File: src/rtl/assert_macros.svh
// ----------------------------------------------------------------------------
// Assertion macros
// Shared concurrent assertion forms for the RTL.
// ----------------------------------------------------------------------------
`ifndef ASSERT_MACROS_SVH
`define ASSERT_MACROS_SVH

// Implication checked on every clock edge outside reset.
`define ASSERT_IMPL(label, clk_i, rst_ni, ante, cons, msg) \
  label: assert property (@(posedge clk_i) disable iff (!rst_ni) (ante) |-> (cons)) \
    else $error(msg);

// Implication whose consequence is checked in the cycle after the antecedent.
`define ASSERT_NEXT(label, clk_i, rst_ni, ante, cons, msg) \
  label: assert property (@(posedge clk_i) disable iff (!rst_ni) (ante) |=> (cons)) \
    else $error(msg);

`endif

File: src/rtl/lcs_pkg.sv
// ----------------------------------------------------------------------------
// lcs_pkg
// Types and codes shared by the linear congruence solver.
// ----------------------------------------------------------------------------
package lcs_pkg;

  localparam int unsigned DefWidth = 32;

  localparam logic [1:0] ST_SOLVED = 2'd0;
  localparam logic [1:0] ST_NOSOL  = 2'd1;
  localparam logic [1:0] ST_BADOFF = 2'd2;

  // Divider control: start and its results back.
  typedef struct packed {
    logic start;
  } div_ctl_t;

  typedef struct packed {
    logic busy;
    logic done;
  } div_sts_t;

endpackage

File: src/rtl/lcs_divider.sv
// ----------------------------------------------------------------------------
// lcs_divider
// Restoring radix-2 divider, one quotient bit per cycle.
// ----------------------------------------------------------------------------
module lcs_divider #(
  parameter int unsigned WIDTH = lcs_pkg::DefWidth
) (
  input  logic                 clk,
  input  logic                 rst_n,
  input  lcs_pkg::div_ctl_t    ctl,
  input  logic [WIDTH-1:0]     dividend,
  input  logic [WIDTH-1:0]     divisor,
  output lcs_pkg::div_sts_t    sts,
  output logic [WIDTH-1:0]     quotient,
  output logic [WIDTH-1:0]     remainder
);
  import lcs_pkg::*;

  localparam int unsigned CW = $clog2(WIDTH + 1);

  logic [WIDTH-1:0] q_r, q_nxt;
  logic [WIDTH-1:0] rem_r, rem_nxt;
  logic [WIDTH-1:0] d_r, d_nxt;
  logic [CW-1:0]    cnt_r, cnt_nxt;
  logic             busy_r, busy_nxt;
  logic             done_r, done_nxt;
  logic [WIDTH:0]   trial;
  logic [WIDTH:0]   diff;

  always_comb begin
    q_nxt    = q_r;
    rem_nxt  = rem_r;
    d_nxt    = d_r;
    cnt_nxt  = cnt_r;
    busy_nxt = busy_r;
    done_nxt = 1'b0;
    trial    = {rem_r, q_r[WIDTH-1]};
    diff     = trial - {1'b0, d_r};
    if (ctl.start) begin
      q_nxt    = dividend;
      rem_nxt  = '0;
      d_nxt    = divisor;
      cnt_nxt  = CW'(WIDTH);
      busy_nxt = 1'b1;
    end else if (busy_r) begin
      if (!diff[WIDTH]) begin
        rem_nxt = diff[WIDTH-1:0];
        q_nxt   = {q_r[WIDTH-2:0], 1'b1};
      end else begin
        rem_nxt = trial[WIDTH-1:0];
        q_nxt   = {q_r[WIDTH-2:0], 1'b0};
      end
      cnt_nxt = cnt_r - CW'(1);
      if (cnt_r == CW'(1)) begin
        busy_nxt = 1'b0;
        done_nxt = 1'b1;
      end
    end
  end

  always_ff @(posedge clk) begin
    if (!rst_n) begin
      busy_r <= 1'b0;
      done_r <= 1'b0;
      cnt_r  <= '0;
    end else begin
      busy_r <= busy_nxt;
      done_r <= done_nxt;
      cnt_r  <= cnt_nxt;
    end
    q_r   <= q_nxt;
    rem_r <= rem_nxt;
    d_r   <= d_nxt;
  end

  assign sts.busy  = busy_r;
  assign sts.done  = done_r;
  assign quotient  = q_r;
  assign remainder = rem_r;

endmodule

File: src/rtl/lcs_mulmod.sv
// ----------------------------------------------------------------------------
// lcs_mulmod
// Shift-and-add modular product a*b mod m, one multiplier bit per cycle.
// ----------------------------------------------------------------------------
module lcs_mulmod #(
  parameter int unsigned WIDTH = lcs_pkg::DefWidth
) (
  input  logic                 clk,
  input  logic                 rst_n,
  input  lcs_pkg::div_ctl_t    ctl,
  input  logic [WIDTH-1:0]     op_a,
  input  logic [WIDTH-1:0]     op_b,
  input  logic [WIDTH-1:0]     modulus,
  output lcs_pkg::div_sts_t    sts,
  output logic [WIDTH-1:0]     product
);
  import lcs_pkg::*;

  localparam int unsigned CW = $clog2(WIDTH + 1);

  logic [WIDTH-1:0] acc_r, acc_nxt;
  logic [WIDTH-1:0] a_r, a_nxt;
  logic [WIDTH-1:0] b_r, b_nxt;
  logic [WIDTH-1:0] m_r, m_nxt;
  logic [CW-1:0]    cnt_r, cnt_nxt;
  logic             busy_r, busy_nxt;
  logic             done_r, done_nxt;
  logic [WIDTH:0]   dbl;
  logic [WIDTH-1:0] dbl_red;
  logic [WIDTH:0]   sum;

  // Operands are already below the modulus, so one subtract reduces.
  always_comb begin
    acc_nxt  = acc_r;
    a_nxt    = a_r;
    b_nxt    = b_r;
    m_nxt    = m_r;
    cnt_nxt  = cnt_r;
    busy_nxt = busy_r;
    done_nxt = 1'b0;
    dbl      = {acc_r, 1'b0};
    dbl_red  = (dbl >= {1'b0, m_r}) ? WIDTH'(dbl - {1'b0, m_r}) : dbl[WIDTH-1:0];
    sum      = {1'b0, dbl_red} + {1'b0, a_r};
    if (ctl.start) begin
      acc_nxt  = '0;
      a_nxt    = op_a;
      b_nxt    = op_b;
      m_nxt    = modulus;
      cnt_nxt  = CW'(WIDTH);
      busy_nxt = 1'b1;
    end else if (busy_r) begin
      if (b_r[WIDTH-1]) begin
        acc_nxt = (sum >= {1'b0, m_r}) ? WIDTH'(sum - {1'b0, m_r}) : sum[WIDTH-1:0];
      end else begin
        acc_nxt = dbl_red;
      end
      b_nxt   = {b_r[WIDTH-2:0], 1'b0};
      cnt_nxt = cnt_r - CW'(1);
      if (cnt_r == CW'(1)) begin
        busy_nxt = 1'b0;
        done_nxt = 1'b1;
      end
    end
  end

  always_ff @(posedge clk) begin
    if (!rst_n) begin
      busy_r <= 1'b0;
      done_r <= 1'b0;
      cnt_r  <= '0;
    end else begin
      busy_r <= busy_nxt;
      done_r <= done_nxt;
      cnt_r  <= cnt_nxt;
    end
    acc_r <= acc_nxt;
    a_r   <= a_nxt;
    b_r   <= b_nxt;
    m_r   <= m_nxt;
  end

  assign sts.busy = busy_r;
  assign sts.done = done_r;
  assign product  = acc_r;

endmodule

File: src/rtl/linear_congruence_solver_unit.sv
// ----------------------------------------------------------------------------
// linear_congruence_solver_unit
// Least b with s + b*k = 0 mod n, by gcd and extended Euclid.
// ----------------------------------------------------------------------------
// Usage: present modulus, offset and step on the in_ channel as one word.
// The block takes one word at a time; in_tready is low while it works.
// Flow: range check, Euclid on (n, k) for the gcd, a check that the gcd
// divides s, three divisions by the gcd, extended Euclid on (k', n') for the
// inverse, then a modular product. Every quotient comes from one shared
// restoring divider, the product from a shift-and-add unit. A gcd round
// starts the divider and waits for its done; an inverse round divides, then
// registers the product q*|v|, then does the update. An offset not below the
// modulus goes from S_IDLE straight to S_OUT with no arithmetic.
// The result is held in an output register until out_tready takes it; the
// next word is accepted while it waits, and a finished answer stalls only if
// the output register is still full.
// Reset clears the sequencer and the output valid; no clearing pass.
// ----------------------------------------------------------------------------
`include "assert_macros.svh"

module linear_congruence_solver_unit #(
  parameter int unsigned WIDTH = lcs_pkg::DefWidth
) (
  input  logic        clk,
  input  logic        rst_n,
  input  logic        in_tvalid,
  output logic        in_tready,
  input  logic [95:0] in_tdata,   // modulus [31:0], offset [63:32], step [95:64]
  output logic        out_tvalid,
  input  logic        out_tready,
  output logic [39:0] out_tdata   // status [1:0], step_count [33:2], zeros above
);
  import lcs_pkg::*;

  typedef enum logic [3:0] {
    S_IDLE, S_G_DIV, S_G_WAIT, S_CHK, S_RED_N, S_RED_S, S_RED_K,
    S_KMOD, S_E_DIV, S_E_WAIT, S_E_MUL, S_E_SUB, S_FIX, S_MUL, S_MUL_WAIT, S_OUT
  } state_t;

  localparam int unsigned DW = WIDTH + 2; // signed Bezout coefficient width

  state_t           state_r, state_nxt;
  logic [WIDTH-1:0] n_r, n_nxt, s_r, s_nxt, k_r, k_nxt;
  logic [WIDTH-1:0] x_r, x_nxt, y_r, y_nxt;
  logic signed [DW-1:0] u_r, u_nxt, v_r, v_nxt;
  logic [WIDTH-1:0] q_r, q_nxt;
  logic [WIDTH-1:0] vm_r, vm_nxt;
  logic [WIDTH-1:0] p_r, p_nxt;
  logic [1:0]       st_r, st_nxt;
  logic [WIDTH-1:0] b_r, b_nxt;
  logic [1:0]       ost_r, ost_nxt;
  logic [WIDTH-1:0] ob_r, ob_nxt;
  logic             ov_r, ov_nxt;

  div_ctl_t         dctl, mctl;
  div_sts_t         dsts, msts;
  logic [WIDTH-1:0] d_a, d_b, d_q, d_rm;
  logic [WIDTH-1:0] m_a, m_b, m_m, m_p;
  logic signed [DW-1:0] pv;
  logic signed [DW-1:0] umod;

  lcs_divider #(.WIDTH(WIDTH)) u_div (
    .clk, .rst_n, .ctl(dctl), .dividend(d_a), .divisor(d_b),
    .sts(dsts), .quotient(d_q), .remainder(d_rm)
  );

  lcs_mulmod #(.WIDTH(WIDTH)) u_mul (
    .clk, .rst_n, .ctl(mctl), .op_a(m_a), .op_b(m_b), .modulus(m_m),
    .sts(msts), .product(m_p)
  );

  assign in_tready  = (state_r == S_IDLE);
  assign out_tvalid = ov_r;
  assign out_tdata  = {{(40 - 2 - 32){1'b0}}, 32'(ob_r), ost_r};

  always_comb begin
    state_nxt = state_r;
    n_nxt = n_r; s_nxt = s_r; k_nxt = k_r;
    x_nxt = x_r; y_nxt = y_r; u_nxt = u_r; v_nxt = v_r;
    q_nxt = q_r; vm_nxt = vm_r; p_nxt = p_r;
    st_nxt = st_r; b_nxt = b_r; ov_nxt = ov_r;
    ost_nxt = ost_r; ob_nxt = ob_r;
    dctl.start = 1'b0;
    mctl.start = 1'b0;
    d_a = x_r;
    d_b = y_r;
    m_a = s_r;
    m_b = x_r;
    m_m = n_r;
    pv   = signed'({2'b00, p_r});
    umod = u_r + DW'(signed'({1'b0, n_r}));
    if (ov_r && out_tready) begin
      ov_nxt = 1'b0;
    end
    unique case (state_r)
      S_IDLE: begin
        if (in_tvalid && in_tready) begin
          n_nxt = in_tdata[WIDTH-1:0];
          s_nxt = in_tdata[32 +: WIDTH];
          k_nxt = in_tdata[64 +: WIDTH];
          x_nxt = in_tdata[WIDTH-1:0];
          y_nxt = in_tdata[64 +: WIDTH];
          if (in_tdata[32 +: WIDTH] >= in_tdata[WIDTH-1:0]) begin
            st_nxt = ST_BADOFF; b_nxt = '0; state_nxt = S_OUT;
          end else begin
            state_nxt = S_G_DIV;
          end
        end
      end
      // Euclid for the gcd: x holds it when y reaches zero.
      S_G_DIV: begin
        if (y_r == '0) begin
          state_nxt = S_CHK;
          dctl.start = 1'b1; d_a = s_r; d_b = x_r;
        end else begin
          dctl.start = 1'b1; state_nxt = S_G_WAIT;
        end
      end
      S_G_WAIT: begin
        if (dsts.done) begin
          x_nxt = y_r; y_nxt = d_rm; state_nxt = S_G_DIV;
        end
      end
      S_CHK: begin
        if (dsts.done) begin
          if (d_rm != '0) begin
            st_nxt = ST_NOSOL; b_nxt = '0; state_nxt = S_OUT;
          end else begin
            dctl.start = 1'b1; d_a = n_r; d_b = x_r; state_nxt = S_RED_N;
          end
        end
      end
      S_RED_N: begin
        if (dsts.done) begin
          n_nxt = d_q;
          dctl.start = 1'b1; d_a = n_r - s_r; d_b = x_r; state_nxt = S_RED_S;
        end
      end
      S_RED_S: begin
        if (dsts.done) begin
          s_nxt = d_q;
          dctl.start = 1'b1; d_a = k_r; d_b = x_r; state_nxt = S_RED_K;
        end
      end
      S_RED_K: begin
        if (dsts.done) begin
          dctl.start = 1'b1; d_a = d_q; d_b = n_r; state_nxt = S_KMOD;
        end
      end
      // k mod n', then reduce s mod n' by reusing s' < n' except n' = s'.
      S_KMOD: begin
        if (dsts.done) begin
          x_nxt = d_rm; y_nxt = n_r;
          u_nxt = DW'(1); v_nxt = '0;
          if (s_r == n_r) s_nxt = '0;
          state_nxt = S_E_DIV;
        end
      end
      // Keep |v| aside while the divider runs; it feeds the product later.
      S_E_DIV: begin
        if (y_r == '0) begin
          state_nxt = S_FIX;
        end else begin
          vm_nxt = v_r[DW-1] ? WIDTH'(-v_r) : v_r[WIDTH-1:0];
          dctl.start = 1'b1; state_nxt = S_E_WAIT;
        end
      end
      S_E_WAIT: begin
        if (dsts.done) begin
          q_nxt = d_q; x_nxt = y_r; y_nxt = d_rm; state_nxt = S_E_MUL;
        end
      end
      // q*|v| never exceeds the modulus, so WIDTH bits hold it.
      S_E_MUL: begin
        p_nxt = q_r * vm_r; state_nxt = S_E_SUB;
      end
      S_E_SUB: begin
        u_nxt = v_r;
        v_nxt = v_r[DW-1] ? u_r + pv : u_r - pv;
        state_nxt = S_E_DIV;
      end
      S_FIX: begin
        if (n_r == WIDTH'(1)) begin
          st_nxt = ST_SOLVED; b_nxt = '0; state_nxt = S_OUT;
        end else begin
          if (u_r < 0) u_nxt = umod;
          state_nxt = S_MUL;
        end
      end
      S_MUL: begin
        mctl.start = 1'b1; m_b = u_r[WIDTH-1:0]; state_nxt = S_MUL_WAIT;
      end
      S_MUL_WAIT: begin
        m_b = u_r[WIDTH-1:0];
        if (msts.done) begin
          st_nxt = ST_SOLVED; b_nxt = m_p; state_nxt = S_OUT;
        end
      end
      // Hand the answer to the output register once it is free.
      S_OUT: begin
        if (!ov_r || out_tready) begin
          ov_nxt = 1'b1; ost_nxt = st_r; ob_nxt = b_r; state_nxt = S_IDLE;
        end
      end
      default: state_nxt = S_IDLE;
    endcase
  end

  always_ff @(posedge clk) begin
    if (!rst_n) begin
      state_r <= S_IDLE;
      ov_r    <= 1'b0;
    end else begin
      state_r <= state_nxt;
      ov_r    <= ov_nxt;
    end
    n_r <= n_nxt; s_r <= s_nxt; k_r <= k_nxt;
    x_r <= x_nxt; y_r <= y_nxt; u_r <= u_nxt; v_r <= v_nxt;
    q_r <= q_nxt; vm_r <= vm_nxt; p_r <= p_nxt;
    st_r <= st_nxt; b_r <= b_nxt;
    ost_r <= ost_nxt; ob_r <= ob_nxt;
  end

  `ASSERT_IMPL(a_no_take_busy, clk, rst_n, state_r != S_IDLE, !in_tready,
    "input taken while busy")
  `ASSERT_IMPL(a_zero_unsolved, clk, rst_n, ov_r && ost_r != ST_SOLVED, ob_r == '0,
    "non-zero count without solution")
  `ASSERT_NEXT(a_hold_out, clk, rst_n, ov_r && !out_tready,
    ov_r && $stable(ob_r) && $stable(ost_r), "result dropped under stall")

endmodule

File: config.mk
export PLATFORM = sky130hd
export DESIGN_NAME = linear_congruence_solver_unit
export DESIGN_NICKNAME = d
export VERILOG_FILES = /design/src/rtl/lcs_pkg.sv /design/src/rtl/lcs_divider.sv /design/src/rtl/lcs_mulmod.sv /design/src/rtl/linear_congruence_solver_unit.sv
export VERILOG_INCLUDE_DIRS = /design/src /design/src/rtl
export SDC_FILE = /design/constraint.sdc
export NUM_CORES = 2
export LEC_CHECK = 0
export BUFFER_PORTS_ARGS = -buffer_cell sky130_fd_sc_hd__buf_2
export CAP_MARGIN = 20
export CELL_PAD_IN_SITES_DETAIL_PLACEMENT = 1
export CELL_PAD_IN_SITES_GLOBAL_PLACEMENT = 2
export CORE_ASPECT_RATIO = 0.5
export CORE_UTILIZATION = 25
export CTS_CLUSTER_DIAMETER = 150
export DETAILED_ROUTE_END_ITERATION = 7
export PLACE_DENSITY = 0.65
export SLEW_MARGIN = 20
export SYNTH_ARGS = -nofsm -noshare
export SYNTH_HDL_FRONTEND = slang
export SYNTH_SLANG_ARGS = --single-unit
File: constraint.sdc
create_clock -name clk -period 9.95 [get_ports clk]
set_input_delay 0.995 -clock clk [delete_from_list [all_inputs] [get_ports clk]]
set_output_delay 0.995 -clock clk [all_outputs]
set_load 0.01 [all_outputs]
==> reports/results.ini <==
[outcome]
status = complete, but fails checks
violations = DRC

[synth]
synth_seq_area_share_pct = 32.63
synth.distinct_cells = 101
synth_top_area_share_pct = 29.59
yosys_warnings = 0
syn_area_per_cell_um2 = 9.404
syn_area_um2 = 56020
ys_ff_latch = 637
syn_inst = 5957
yosys.area.top_type = edfxtp_1
synthArstFlopShare_pct = 0
synth-edff-count = 552
synthTopCellsByArea = edfxtp_1 (30%), fa_1 (15%), ha_1 (8.6%), nand2_1 (5.7%), inv_1 (5.3%)
synthFlopType = edfxtp_1

[critical_path]
crit_path_end_kind = flip-flop
startpoint_type = flip-flop
r2r_slack_ps = 1030
critPathMaxFanout = 42
crit_family = compound AO/OA/AOI/OAI gates
max_stage_delay_ps = 590
critPathKind = reg2reg
cp.arrival_ps = 9550
critPathRequiredTime_ps = 10570
cp_slowest_cell = nor4_1
path_buf_inv = 2

[clock_tree]
htreeDepth = 3
clock-sinks = 637
clock-root-buffer = clkbuf_16
post_cts_buffers = 0
holdBufCountCts = 0
clock_latency_ps = 710
cts_made_buffers = 78
cts_tree = done
clk_pin_slew_ps = 60
clockBufferDepth = 3
post_cts_resized = 0

[die]
rows = 122
initial_core_util_pct = 25.24
fp.dieW_um = 671.5
die_y_um = 336.7
io_pins = 142
fp.dieArea_um2 = 226100
core-area_um2 = 221900

[global_route]
grt_max_degree = 73
grt.total_usage_pct = 19.09
grt-ovfl-total = 0
grt_pass1_vias = 46420
grt_pass1_wl_mm = 321.2
antenna_found_initial = 16

[detailed_routing]
ant_nets = 0
vias = 45400
wl_mm = 218.5
drc_errors = 2
via_per_inst = 5.012
drtPass1Iterations = 8
first_iter_violations = 4351
post_drt_wl_per_cell_um = 24.12

[hold_path]
hp-class = reg2reg

[finish]
mostFrequentLayoutCells = nand2_1 (850), inv_1 (789), edfxtp_1 (552)
final_common_cell = nand2_1
drive_gt1_share_pct = 7.868
area_growth_pct = 12.50
fin_area_um2 = 63030
fill_cells = 25760
fin_nets = 6911

[place]
placed_cell_area_um2 = 60320
portBuffers = 135
gp_congestion = 0.9085
hpwl_mm = 168.3

[timing]
period_needed_ps = 8922
fin_crit_sh_pct = 89.67
rsz0062_at_grt = no
hold_viol_final = 0
tightest_slew_ps = 1109
skew_ps = 26.66
final.setup.tns_ps = 0
setup_violations = 0
whs_ps = 411.1
slew_violations = 0
relSlewSlack_pct = 26.05
fmax_ghz = 0.1121

[flow_run]
cap_violations = 0

-- metal layers --
metal	part of all wire (%)	track usage (%)	vias up
met5	0.028	0	-
met4	3.2	5.643	10
met3	5.4	2.315	276
met2	45	30.86	1268
met1	46	26.76	23220
li1	-	-	20620
-- final timing paths --
path / cells past startpoint / startpoint / end
max: 31 / u_mul.m_r[1]$_DFFE_PP_ / u_mul.product[4]$_SDFFE_PP0P_
min: 0 / b_r[19]$_SDFFCE_PN0P_ / ob_r[19]$_DFFE_PP_
max reg2reg: 31 / u_mul.m_r[1]$_DFFE_PP_ / u_mul.product[4]$_SDFFE_PP0P_
min reg2reg: 0 / b_r[19]$_SDFFCE_PN0P_ / ob_r[19]$_DFFE_PP_
-- synth_stat cells (all sizes together), types with 53 or more instances --
cell	number
a221o	53
a21oi	286
fa	415
nor2	317
a21o	98
nor3	86
clkbuf	231
nand2	851
xnor2	220
o21ai	310
mux2i	68
a22o	78
nand3	62
edfxtp	552
inv	791
ha	385
xor2	118
and2	149
dfxtp	85
-- logic make-up (layout without fill, tap and decap cells) --
logic type	after synthesis	in the layout	share of synthesized area, %
AO/OA/AOI/OAI	1295	1295	15.84
XOR/XNOR	338	338	5.284
adder cells (fa/ha/maj)	800	800	23.43
buffers and inverters	1068	1181	7.276
flip-flops	637	637	32.63
multiplexers	87	87	1.597
other	1	13	0.006694
AND/OR/NAND/NOR	1731	1731	13.94
-- flip-flops by register name (all words and copies together), names as in the netlist, 4 cells and up --
name / count
u_div.cnt_r: 6
b_r: 32
u_div.quotient: 32
m_a: 32
k_r: 32
q_r: 32
state_r: 4
u_div.d_r: 32
x_r: 32
u_mul.product: 32
u_r: 34
u_mul.m_r: 32
y_r: 32
ob_r: 32
p_r: 32
m_m: 32
vm_r: 32
u_mul.cnt_r: 6
u_mul.b_r: 32
v_r: 34
u_mul.a_r: 32
u_div.remainder: 32
-- final cells by class --
| cell class | instances | area, um^2 | area share (%) |
|---|---|---|---|
| Multi-Input combinational cell | 4257 | 33850 | 53.70 |
| Clock buffer | 96 | 2082 | 3.303 |
| Clock inverter | 48 | 519.2 | 0.8239 |
| Antenna cell | 7 | 17.52 | 0.02779 |
| Tap cell | 2976 | 3724 | 5.908 |
| Timing Repair Buffer | 245 | 1577 | 2.501 |
| Sequential cell | 637 | 18280 | 29.01 |
| Inverter | 792 | 2977 | 4.723 |
-- stage by stage --
stage / setup WS [ps] / std cells / utilization (%)
floorplan: 2668 / 5962 / -
global placement: 1241 / 8901 / 27.16
detailed placement: 1223 / 8903 / 27.18
CTS: 1177 / 9047 / 28.35
global route: 186.4 / 9052 / 28.39
finish: 1028 / 9058 / 28.40
Power is left out: the tool's default activity adds up to more than one toggle a clock period on the data nets, which glitch-free logic cannot reach.
